## config.mk

```make
export PLATFORM = sky130hd
export DESIGN_NAME = checksummed_block_receiver
export DESIGN_NICKNAME = d
export VERILOG_FILES = /design/src/cbr_pkg.sv /design/src/cbr_regs.sv /design/src/cbr_datapath.sv /design/src/cbr_ctrl.sv /design/src/checksummed_block_receiver.sv
export SDC_FILE = /design/constraint.sdc
export NUM_CORES = 1
export LEC_CHECK = 0
export BUFFER_PORTS_ARGS = -buffer_cell sky130_fd_sc_hd__buf_2
export CAP_MARGIN = 5
export CORE_ASPECT_RATIO = 1.2
export CORE_MARGIN = 5
export CORE_UTILIZATION = 65
export CTS_BUF_LIST = sky130_fd_sc_hd__clkbuf_8
export DETAILED_ROUTE_END_ITERATION = 10
export PLACE_DENSITY = 0.8
export SYNTH_ARGS = -nofsm -noshare
export SYNTH_HDL_FRONTEND = slang
export SYNTH_HIERARCHICAL = 1
export SYNTH_SLANG_ARGS = --single-unit
```

## constraint.sdc

```tcl
create_clock -name clk -period 5.25 [get_ports clk]
set_clock_uncertainty 0.15 [all_clocks]
set_input_delay 0.2625 -clock clk [delete_from_list [all_inputs] [get_ports clk]]
set_output_delay 0.2625 -clock clk [all_outputs]
set_load 0.02 [all_outputs]
```

## src/cbr_pkg.sv

```systemverilog
package cbr_pkg;

    localparam int BLOCK_BYTES = 128;
    localparam int IDX_W       = $clog2(BLOCK_BYTES);
    localparam int WORDS       = BLOCK_BYTES / 2;
    localparam int WIDX_W      = (WORDS > 1) ? $clog2(WORDS) : 1;

    localparam int ADDR_W = 24;
    localparam int DATA_W = 16;
    localparam int SUM_W  = 16;
    localparam int PADDR_W = 4;
    localparam int PDATA_W = 32;

    // Register indexes (byte address / 4).
    localparam logic [1:0] REG_BASE_ADDRESS = 2'd0;
    localparam logic [1:0] REG_DATA_COMMAND = 2'd1;
    localparam logic [1:0] REG_STOP_COMMAND = 2'd2;

    localparam logic [ADDR_W-1:0] BASE_ADDRESS_RESET = '0;
    localparam logic [7:0]        DATA_COMMAND_RESET = 8'h01;
    localparam logic [7:0]        STOP_COMMAND_RESET = 8'h02;

    // Reply codes.
    localparam logic [1:0] REPLY_NONE = 2'd0;
    localparam logic [1:0] REPLY_ACK  = 2'd1;
    localparam logic [1:0] REPLY_NAK  = 2'd2;

    // Status codes.
    localparam logic [1:0] STATUS_LOADING = 2'd0;
    localparam logic [1:0] STATUS_OK      = 2'd1;
    localparam logic [1:0] STATUS_ERROR   = 2'd2;

    typedef struct packed {
        logic [ADDR_W-1:0] base_address;
        logic [7:0]        data_command;
        logic [7:0]        stop_command;
        logic              rearm;
    } cfg_t;

    typedef struct packed {
        logic       open_block;
        logic       store_data;
        logic       store_cklo;
        logic       close_block;
        logic       start_drain;
        logic       rd_en;
        logic       emit_single;
        logic       emit_word;
        logic [1:0] single_reply;
        logic [1:0] single_status;
    } cmd_t;

    typedef struct packed {
        logic data_match;
        logic stop_match;
        logic data_last;
        logic ck_match;
        logic drain_last;
        logic out_free;
    } stat_t;

endpackage

```

## src/cbr_regs.sv

```systemverilog
module cbr_regs (
    input  logic                        clk,
    input  logic                        rst_n,
    input  logic                        psel,
    input  logic                        penable,
    input  logic                        pwrite,
    input  logic [cbr_pkg::PADDR_W-1:0] paddr,
    input  logic [cbr_pkg::PDATA_W-1:0] pwdata,
    output logic [cbr_pkg::PDATA_W-1:0] prdata,
    output logic                        pready,
    output cbr_pkg::cfg_t               cfg
);

    logic [cbr_pkg::ADDR_W-1:0] base_address_reg;
    logic [7:0]                 data_command_reg;
    logic [7:0]                 stop_command_reg;
    logic                       wr_en;
    logic [1:0]                 reg_idx;

    assign pready  = 1'b1;
    assign wr_en   = psel && penable && pwrite;
    assign reg_idx = paddr[3:2];

    always_ff @(posedge clk or negedge rst_n)
    begin
        if (!rst_n)
        begin
            base_address_reg <= cbr_pkg::BASE_ADDRESS_RESET;
            data_command_reg <= cbr_pkg::DATA_COMMAND_RESET;
            stop_command_reg <= cbr_pkg::STOP_COMMAND_RESET;
        end
        else if (wr_en)
        begin
            unique case (reg_idx)
                cbr_pkg::REG_BASE_ADDRESS: base_address_reg <= pwdata[cbr_pkg::ADDR_W-1:0];
                cbr_pkg::REG_DATA_COMMAND: data_command_reg <= pwdata[7:0];
                cbr_pkg::REG_STOP_COMMAND: stop_command_reg <= pwdata[7:0];
                default: ;
            endcase
        end
    end

    always_comb
    begin
        unique case (reg_idx)
            cbr_pkg::REG_BASE_ADDRESS:
                prdata = {{(cbr_pkg::PDATA_W-cbr_pkg::ADDR_W){1'b0}}, base_address_reg};
            cbr_pkg::REG_DATA_COMMAND: prdata = {24'd0, data_command_reg};
            cbr_pkg::REG_STOP_COMMAND: prdata = {24'd0, stop_command_reg};
            default:                   prdata = '0;
        endcase
    end

    // The new base address takes effect in the same cycle as the re-arm.
    always_comb
    begin
        cfg.base_address = (wr_en && reg_idx == cbr_pkg::REG_BASE_ADDRESS)
                         ? pwdata[cbr_pkg::ADDR_W-1:0] : base_address_reg;
        cfg.data_command = data_command_reg;
        cfg.stop_command = stop_command_reg;
        cfg.rearm        = wr_en && reg_idx == cbr_pkg::REG_BASE_ADDRESS;
    end

endmodule

```

## src/cbr_datapath.sv

```systemverilog
module cbr_datapath (
    input  logic                       clk,
    input  logic                       rst_n,
    input  cbr_pkg::cfg_t              cfg,
    input  cbr_pkg::cmd_t              cmd,
    output cbr_pkg::stat_t             stat,
    input  logic [7:0]                 rx_byte,
    output logic                       out_valid,
    input  logic                       out_ready,
    output logic [1:0]                 reply,
    output logic                       write_valid,
    output logic [cbr_pkg::ADDR_W-1:0] write_address,
    output logic [cbr_pkg::DATA_W-1:0] write_data,
    output logic [1:0]                 status,
    output logic                       last
);

    logic [cbr_pkg::IDX_W-1:0]  byte_index_reg;
    logic [cbr_pkg::SUM_W-1:0]  running_sum_reg;
    logic [7:0]                 checksum_low_reg;
    logic [7:0]                 hold_reg;
    logic [cbr_pkg::ADDR_W-1:0] write_pointer_reg;
    logic [cbr_pkg::WIDX_W-1:0] drain_idx_reg;
    logic [cbr_pkg::DATA_W-1:0] rd_data_reg;
    logic [cbr_pkg::DATA_W-1:0] word_mem [cbr_pkg::WORDS];
    logic [cbr_pkg::WIDX_W-1:0] wr_word_idx;

    logic                       out_valid_reg;
    logic [1:0]                 reply_reg;
    logic                       write_valid_reg;
    logic [cbr_pkg::ADDR_W-1:0] write_address_reg;
    logic [cbr_pkg::DATA_W-1:0] write_data_reg;
    logic [1:0]                 status_reg;
    logic                       last_reg;

    assign wr_word_idx = cbr_pkg::WIDX_W'(byte_index_reg >> 1);

    always_comb
    begin
        stat.data_match = rx_byte == cfg.data_command;
        stat.stop_match = rx_byte == cfg.stop_command;
        stat.data_last  = byte_index_reg == cbr_pkg::IDX_W'(cbr_pkg::BLOCK_BYTES - 1);
        stat.ck_match   = {rx_byte, checksum_low_reg} == running_sum_reg;
        stat.drain_last = drain_idx_reg == cbr_pkg::WIDX_W'(cbr_pkg::WORDS - 1);
        stat.out_free   = !out_valid_reg || out_ready;
    end

    always_ff @(posedge clk or negedge rst_n)
    begin
        if (!rst_n)
        begin
            byte_index_reg    <= '0;
            running_sum_reg   <= '0;
            checksum_low_reg  <= '0;
            write_pointer_reg <= cbr_pkg::BASE_ADDRESS_RESET;
            drain_idx_reg     <= '0;
        end
        else if (cfg.rearm)
        begin
            byte_index_reg    <= '0;
            running_sum_reg   <= '0;
            checksum_low_reg  <= '0;
            write_pointer_reg <= cfg.base_address;
        end
        else
        begin
            if (cmd.open_block || cmd.close_block)
            begin
                byte_index_reg  <= '0;
                running_sum_reg <= '0;
            end
            else if (cmd.store_data)
            begin
                byte_index_reg  <= byte_index_reg + 1'b1;
                running_sum_reg <= running_sum_reg + {8'd0, rx_byte};
            end
            if (cmd.store_cklo)
                checksum_low_reg <= rx_byte;
            if (cmd.start_drain)
                drain_idx_reg <= '0;
            else if (cmd.emit_word)
            begin
                drain_idx_reg     <= drain_idx_reg + 1'b1;
                write_pointer_reg <= write_pointer_reg + 1'b1;
            end
        end
    end

    // Block buffer kept as words: the even byte waits in hold_reg for its partner.
    always_ff @(posedge clk)
    begin
        if (cmd.store_data && !byte_index_reg[0])
            hold_reg <= rx_byte;
        if (cmd.store_data && byte_index_reg[0])
            word_mem[wr_word_idx] <= {hold_reg, rx_byte};
        if (cmd.rd_en)
            rd_data_reg <= word_mem[drain_idx_reg];
    end

    always_ff @(posedge clk or negedge rst_n)
    begin
        if (!rst_n)
            out_valid_reg <= 1'b0;
        else if (cmd.emit_single || cmd.emit_word)
            out_valid_reg <= 1'b1;
        else if (out_ready)
            out_valid_reg <= 1'b0;
    end

    always_ff @(posedge clk)
    begin
        if (cmd.emit_single)
        begin
            reply_reg         <= cmd.single_reply;
            write_valid_reg   <= 1'b0;
            write_address_reg <= '0;
            write_data_reg    <= '0;
            status_reg        <= cmd.single_status;
            last_reg          <= 1'b1;
        end
        else if (cmd.emit_word)
        begin
            reply_reg         <= (drain_idx_reg == '0) ? cbr_pkg::REPLY_ACK
                                                       : cbr_pkg::REPLY_NONE;
            write_valid_reg   <= 1'b1;
            write_address_reg <= write_pointer_reg;
            write_data_reg    <= rd_data_reg;
            status_reg        <= cbr_pkg::STATUS_LOADING;
            last_reg          <= stat.drain_last;
        end
    end

    assign out_valid     = out_valid_reg;
    assign reply         = reply_reg;
    assign write_valid   = write_valid_reg;
    assign write_address = write_address_reg;
    assign write_data    = write_data_reg;
    assign status        = status_reg;
    assign last          = last_reg;

endmodule

```

## src/cbr_ctrl.sv

```systemverilog
module cbr_ctrl (
    input  logic           clk,
    input  logic           rst_n,
    input  logic           rearm,
    input  logic           in_valid,
    output logic           in_ready,
    input  cbr_pkg::stat_t stat,
    output cbr_pkg::cmd_t  cmd
);

    typedef enum logic [2:0] {
        S_CMD,
        S_DATA,
        S_CKLO,
        S_CKHI,
        S_DONE_OK,
        S_DONE_ERR,
        S_DRAIN_RD,
        S_DRAIN_WR
    } state_t;

    state_t state_reg;
    state_t state_next;
    logic   take;

    always_comb
    begin
        in_ready = (state_reg != S_DRAIN_RD) && (state_reg != S_DRAIN_WR) && stat.out_free;
        take     = in_valid && in_ready;
    end

    always_comb
    begin
        state_next = state_reg;
        cmd        = '0;
        cmd.single_reply  = cbr_pkg::REPLY_NONE;
        cmd.single_status = cbr_pkg::STATUS_LOADING;
        unique case (state_reg)
            S_CMD:
            begin
                if (take)
                begin
                    cmd.emit_single = 1'b1;
                    if (stat.data_match)
                    begin
                        cmd.open_block = 1'b1;
                        state_next     = S_DATA;
                    end
                    else if (stat.stop_match)
                    begin
                        cmd.single_status = cbr_pkg::STATUS_OK;
                        state_next        = S_DONE_OK;
                    end
                    else
                    begin
                        cmd.single_status = cbr_pkg::STATUS_ERROR;
                        state_next        = S_DONE_ERR;
                    end
                end
            end
            S_DATA:
            begin
                if (take)
                begin
                    cmd.emit_single = 1'b1;
                    cmd.store_data  = 1'b1;
                    if (stat.data_last)
                        state_next = S_CKLO;
                end
            end
            S_CKLO:
            begin
                if (take)
                begin
                    cmd.emit_single = 1'b1;
                    cmd.store_cklo  = 1'b1;
                    state_next      = S_CKHI;
                end
            end
            S_CKHI:
            begin
                if (take)
                begin
                    cmd.close_block = 1'b1;
                    if (stat.ck_match)
                    begin
                        cmd.start_drain = 1'b1;
                        state_next      = S_DRAIN_RD;
                    end
                    else
                    begin
                        cmd.emit_single  = 1'b1;
                        cmd.single_reply = cbr_pkg::REPLY_NAK;
                        state_next       = S_CMD;
                    end
                end
            end
            S_DONE_OK:
            begin
                cmd.emit_single   = take;
                cmd.single_status = cbr_pkg::STATUS_OK;
            end
            S_DONE_ERR:
            begin
                cmd.emit_single   = take;
                cmd.single_status = cbr_pkg::STATUS_ERROR;
            end
            S_DRAIN_RD:
            begin
                cmd.rd_en  = 1'b1;
                state_next = S_DRAIN_WR;
            end
            S_DRAIN_WR:
            begin
                if (stat.out_free)
                begin
                    cmd.emit_word = 1'b1;
                    state_next    = stat.drain_last ? S_CMD : S_DRAIN_RD;
                end
            end
            default: state_next = S_CMD;
        endcase
    end

    always_ff @(posedge clk or negedge rst_n)
    begin
        if (!rst_n)
            state_reg <= S_CMD;
        else if (rearm)
            state_reg <= S_CMD;
        else
            state_reg <= state_next;
    end

endmodule

```

## src/checksummed_block_receiver.sv

```systemverilog
// Checksummed block receiver. Link bytes come in one transaction at a time on
// the in channel. A data command byte opens a block of BLOCK_BYTES bytes,
// which are buffered and summed modulo 65536; a 16-bit checksum follows, low
// byte first. A matching checksum produces BLOCK_BYTES/2 result transactions,
// each a big-endian 16-bit word write to consecutive word addresses from the
// running write pointer, the first one carrying the ack reply and the final
// one carrying last. A mismatch produces a single nak transaction and the
// receiver waits for the next command. A stop command finishes the load with
// status OK, any other command finishes it with status error, and after that
// every byte just returns the held status. Every other byte produces exactly
// one result transaction with last set. Writing base_address over the APB
// port (byte address 0; data_command at 4, stop_command at 8) re-arms the
// receiver and aborts a partial block; configuration must be written only
// while the receiver is idle, a rule on the user that the block does not
// enforce. Throughput: a byte is taken whenever the output register is free,
// so ordinary bytes flow at one per cycle while it stays free. While a good
// block drains, no byte is taken; each word is first read from the block
// buffer into a register and then loaded into the output register, and a
// downstream stall holds the drain. The block buffer is a word-wide memory
// that is always fully written before it is read, so it needs no clearing
// after reset.
module checksummed_block_receiver (
    input  logic                        clk,
    input  logic                        rst_n,

    input  logic                        psel,
    input  logic                        penable,
    input  logic                        pwrite,
    input  logic [cbr_pkg::PADDR_W-1:0] paddr,
    input  logic [cbr_pkg::PDATA_W-1:0] pwdata,
    output logic [cbr_pkg::PDATA_W-1:0] prdata,
    output logic                        pready,

    input  logic                        in_valid,
    output logic                        in_ready,
    input  logic [7:0]                  rx_byte,

    output logic                        out_valid,
    input  logic                        out_ready,
    output logic [1:0]                  reply,
    output logic                        write_valid,
    output logic [cbr_pkg::ADDR_W-1:0]  write_address,
    output logic [cbr_pkg::DATA_W-1:0]  write_data,
    output logic [1:0]                  status,
    output logic                        last
);

    cbr_pkg::cfg_t  cfg;
    cbr_pkg::cmd_t  cmd;
    cbr_pkg::stat_t stat;

    // Configuration registers and the re-arm pulse.
    cbr_regs u_regs (
        .clk     (clk),
        .rst_n   (rst_n),
        .psel    (psel),
        .penable (penable),
        .pwrite  (pwrite),
        .paddr   (paddr),
        .pwdata  (pwdata),
        .prdata  (prdata),
        .pready  (pready),
        .cfg     (cfg)
    );

    // The controller tracks the protocol phase and sequences the drain of a
    // good block; it talks to the datapath only through cmd and stat.
    cbr_ctrl u_ctrl (
        .clk      (clk),
        .rst_n    (rst_n),
        .rearm    (cfg.rearm),
        .in_valid (in_valid),
        .in_ready (in_ready),
        .stat     (stat),
        .cmd      (cmd)
    );

    // The datapath holds the byte counter, checksum, block buffer, write
    // pointer and the output register.
    cbr_datapath u_datapath (
        .clk           (clk),
        .rst_n         (rst_n),
        .cfg           (cfg),
        .cmd           (cmd),
        .stat          (stat),
        .rx_byte       (rx_byte),
        .out_valid     (out_valid),
        .out_ready     (out_ready),
        .reply         (reply),
        .write_valid   (write_valid),
        .write_address (write_address),
        .write_data    (write_data),
        .status        (status),
        .last          (last)
    );

endmodule

```

==> results.json <==
{
  "ioPinCount": 132,
  "first_iter_violations": 3608,
  "clkTransAtPathRegs_ps": 60,
  "slew_headroom": 0.201,
  "via_per_inst": 6.60,
  "grt_pass1_vias": 26500,
  "critPathMaxFanout": 16,
  "largest_reg_flops": 1024,
  "cp.arrival_ps": 4470,
  "synthToLayoutAreaGrowth_pct": 11.9,
  "cts_tree": "built",
  "slew_violations": 0,
  "synth_area_per_cell_um2": 19.2,
  "grt_pass1_wl_um": 167000,
  "synth_area_leaders": "edfxtp_1 (66%), mux4_2 (13%), dfrtp_1 (5.4%), mux2i_1 (1.9%), dfxtp_1 (1.8%)",
  "cts.repair.resized": 0,
  "path_cells": "nand2b_1 -> nor3_2 -> inv_1 -> nor3_1 -> nand3_1 -> nor2_1 -> buf_4",
  "status": "complete, no violations",
  "core_area_mm2": 0.0724,
  "holdWs_ps": 86.0,
  "power_mw": 22.7,
  "chipWidth_um": 257,
  "synth_simple_gate_area_share": 0.0431,
  "dpl.hpwl_um": 67600,
  "synth_top_family_by_area": "multiplexers",
  "finalSetupViolations": 0,
  "synthMuxAreaShare": 0.158,
  "start_util": 0.657,
  "synth_edf_count": 1052,
  "clock_path_buffers": 3,
  "synth-compound-area-share": 0.0290,
  "place_congestion": 0.884,
  "fmax_ghz": 0.244,
  "synth.most_common_cell": "edfxtp_1",
  "synthArstFlopShare": 0.0876,
  "antenna_found_initial": 6,
  "grt_usage": 0.289,
  "fin_crit_sh": 0.781,
  "cp_top_family": "simple AND/OR/NAND/NOR gates",
  "ys.flop_type": "edfxtp_1",
  "cts_root_buf": "clkbuf_8",
  "fp-row-count": 108,
  "p_per_area_mw_per_mm2": 427,
  "cpPeakStageDelay_ps": 660,
  "htree_num_levels": 4,
  "holdBufCountCts": 50,
  "setup-tns-final_ps": 0,
  "irDropWorstVdd_mv": 0.294,
  "crit_type": "flip-flop to flip-flop",
  "synth_seq_cells": 1199,
  "nFillCells": 3918,
  "syn_area_mm2": 0.0476,
  "critPathLaunchType": "flip-flop",
  "grt-ovfl-total": 0,
  "grt_max_degree": 75,
  "postCtsSetupRepairBufs": 0,
  "fin_nets": 2871,
  "worst_pin_slew_ps": 1200,
  "rsz0062_at_grt": "no",
  "final_core_util": 0.735,
  "hold_viol": 0,
  "cts_sinks": 1199,
  "die_h_um": 306,
  "hold_path_class": "input port to flip-flop",
  "worst-path-buf-inv": 2,
  "yosysUniqueCellTypes": 70,
  "clk_latency_ps": 850,
  "slowest_stage": "nor3_2",
  "min_period_ps": 4100,
  "stdcell_area_mm2": 0.0532,
  "yosys_warnings": 6,
  "netlist_instances": 2479,
  "synth_commonest_cells": "edfxtp_1 (1052), mux4_2 (272), nor2_1 (165), nand2_1 (114), dfrtp_1 (103)",
  "regMostFlops": "u_datapath/word_mem",
  "wire_per_inst_um": 28.9,
  "layout-drive-gt1-share": 0.272,
  "drc_errors": 0,
  "ys_seq_area_frac": 0.737,
  "vias": 25600,
  "synth_xor_area_frac": 0.0127,
  "totalWireLength_um": 112000,
  "placed_area_mm2": 0.0496,
  "dr.pass1.iters": 6,
  "die_area_mm2": 0.0787,
  "port_buffers": 112,
  "p_leak_nw": 18.1,
  "cap_violations": 0,
  "cts_buffers": 171,
  "synth_top_area_cell": "edfxtp_1",
  "crit_path_end_kind": "flip-flop",
  "synth_top_cell_area_share": 0.664,
  "drtAntennaViolNets": 0,
  "required_ps": 5620,
  "synth_fa_ha_area_frac": 0.00358
}
## final timing paths
path	end	cells past startpoint	from	slack [ps]
max	u_datapath/word_mem[52][7]	7	u_ctrl/state_reg[1]	1150
min	u_regs/base_address_reg[22]	3	pwdata[22]	90
max reg2reg	u_datapath/word_mem[52][7]	7	u_ctrl/state_reg[1]	1150
min reg2reg	u_datapath/write_valid	2	u_datapath/write_valid	310
max in group asynchronous	u_datapath/write_pointer_reg[21]	4	rst_n	4030
min in group asynchronous	u_regs/data_command_reg[0]	3	rst_n	380
## worst reg2reg max path, stage by stage (launching register included)
cell and delay [ps]:
dfrtp_1 560, nand2b_1 290, nor3_2 660, inv_1 480, nor3_1 320, nand3_1 430
nor2_1 570, buf_4 330
## through the flow
step | setup slack, ps | std cells
2_1_floorplan | 1910 | 2486
3_3_place_gp | 1400 | 3519
3_5_place_dp | 1290 | 3519
4_1_cts | 1270 | 3882
5_1_grt | 990 | 3883
6_report | 1150 | 3883
## report_power, final
part	internal (mW)	switching, mW
clock	3.24	3.43
sequential	10.7	0.463
combinational	2.48	2.47
## layer usage
metal  global-route usage  vias up  wire, um
li1                     -    10600         -
met1                0.383    13000     39500
met2                0.465     1665     55000
met3               0.0666      302     11700
met4                0.136        2      5840
met5                    0        -         9
## logic make-up after synthesis
family	Yosys count
XOR/XNOR	69
other	3
AO/OA/AOI/OAI	207
AND/OR/NAND/NOR	433
flip-flops	1199
adder cells (fa/ha/maj)	13
buffers and inverters	152
multiplexers	403
## layout make-up
| cell class | count | area, um^2 | share of cell area |
|---|---|---|---|
| Timing Repair Buffer | 284 | 2030 | 0.0382 |
| Multi-Input combinational cell | 1135 | 11800 | 0.221 |
| Tap cell | 935 | 1170 | 0.0220 |
| Inverter | 16 | 60.1 | 0.00113 |
| Antenna cell | 1 | 2.50 | 0.0000470 |
| Sequential cell | 1199 | 35100 | 0.659 |
| Clock inverter | 138 | 707 | 0.0133 |
| Clock buffer | 175 | 2410 | 0.0453 |
## layout by cell type (no fill, tap or decap), types with 9 or more instances in the layout
cell           Yosys  final
nor3b_1            9      9
dfrtp_1          103    100
xnor2_1           48     48
nand4_1           18     18
buf_2             22    111
xor2_1            21     21
a21oi_1           23     22
or3_1             10     10
conb_1             3     10
buf_4             25    120
dfxtp_1           42     42
edfxtp_1        1052   1052
o21ai_0           55     55
mux4_2           272    272
a22o_1            14     14
clkinv_2           0     25
a211oi_1           9      9
and2_1            22     22
nand3_1           24     24
nor2_1           165    164
nor2b_1           11     11
clkbuf_8           0    175
ha_1              12     12
clkinv_1           1     41
a221oi_1           9      9
inv_1             13     69
mux2i_1           90     90
mux2_2            40     40
o22ai_1           36     36
dlygate4sd3_1      0     49
nand2_1          114    114
nor3_1            16     13
a21o_1            12     12
a31o_2            10     10
(Power assumes the default switching activity.)
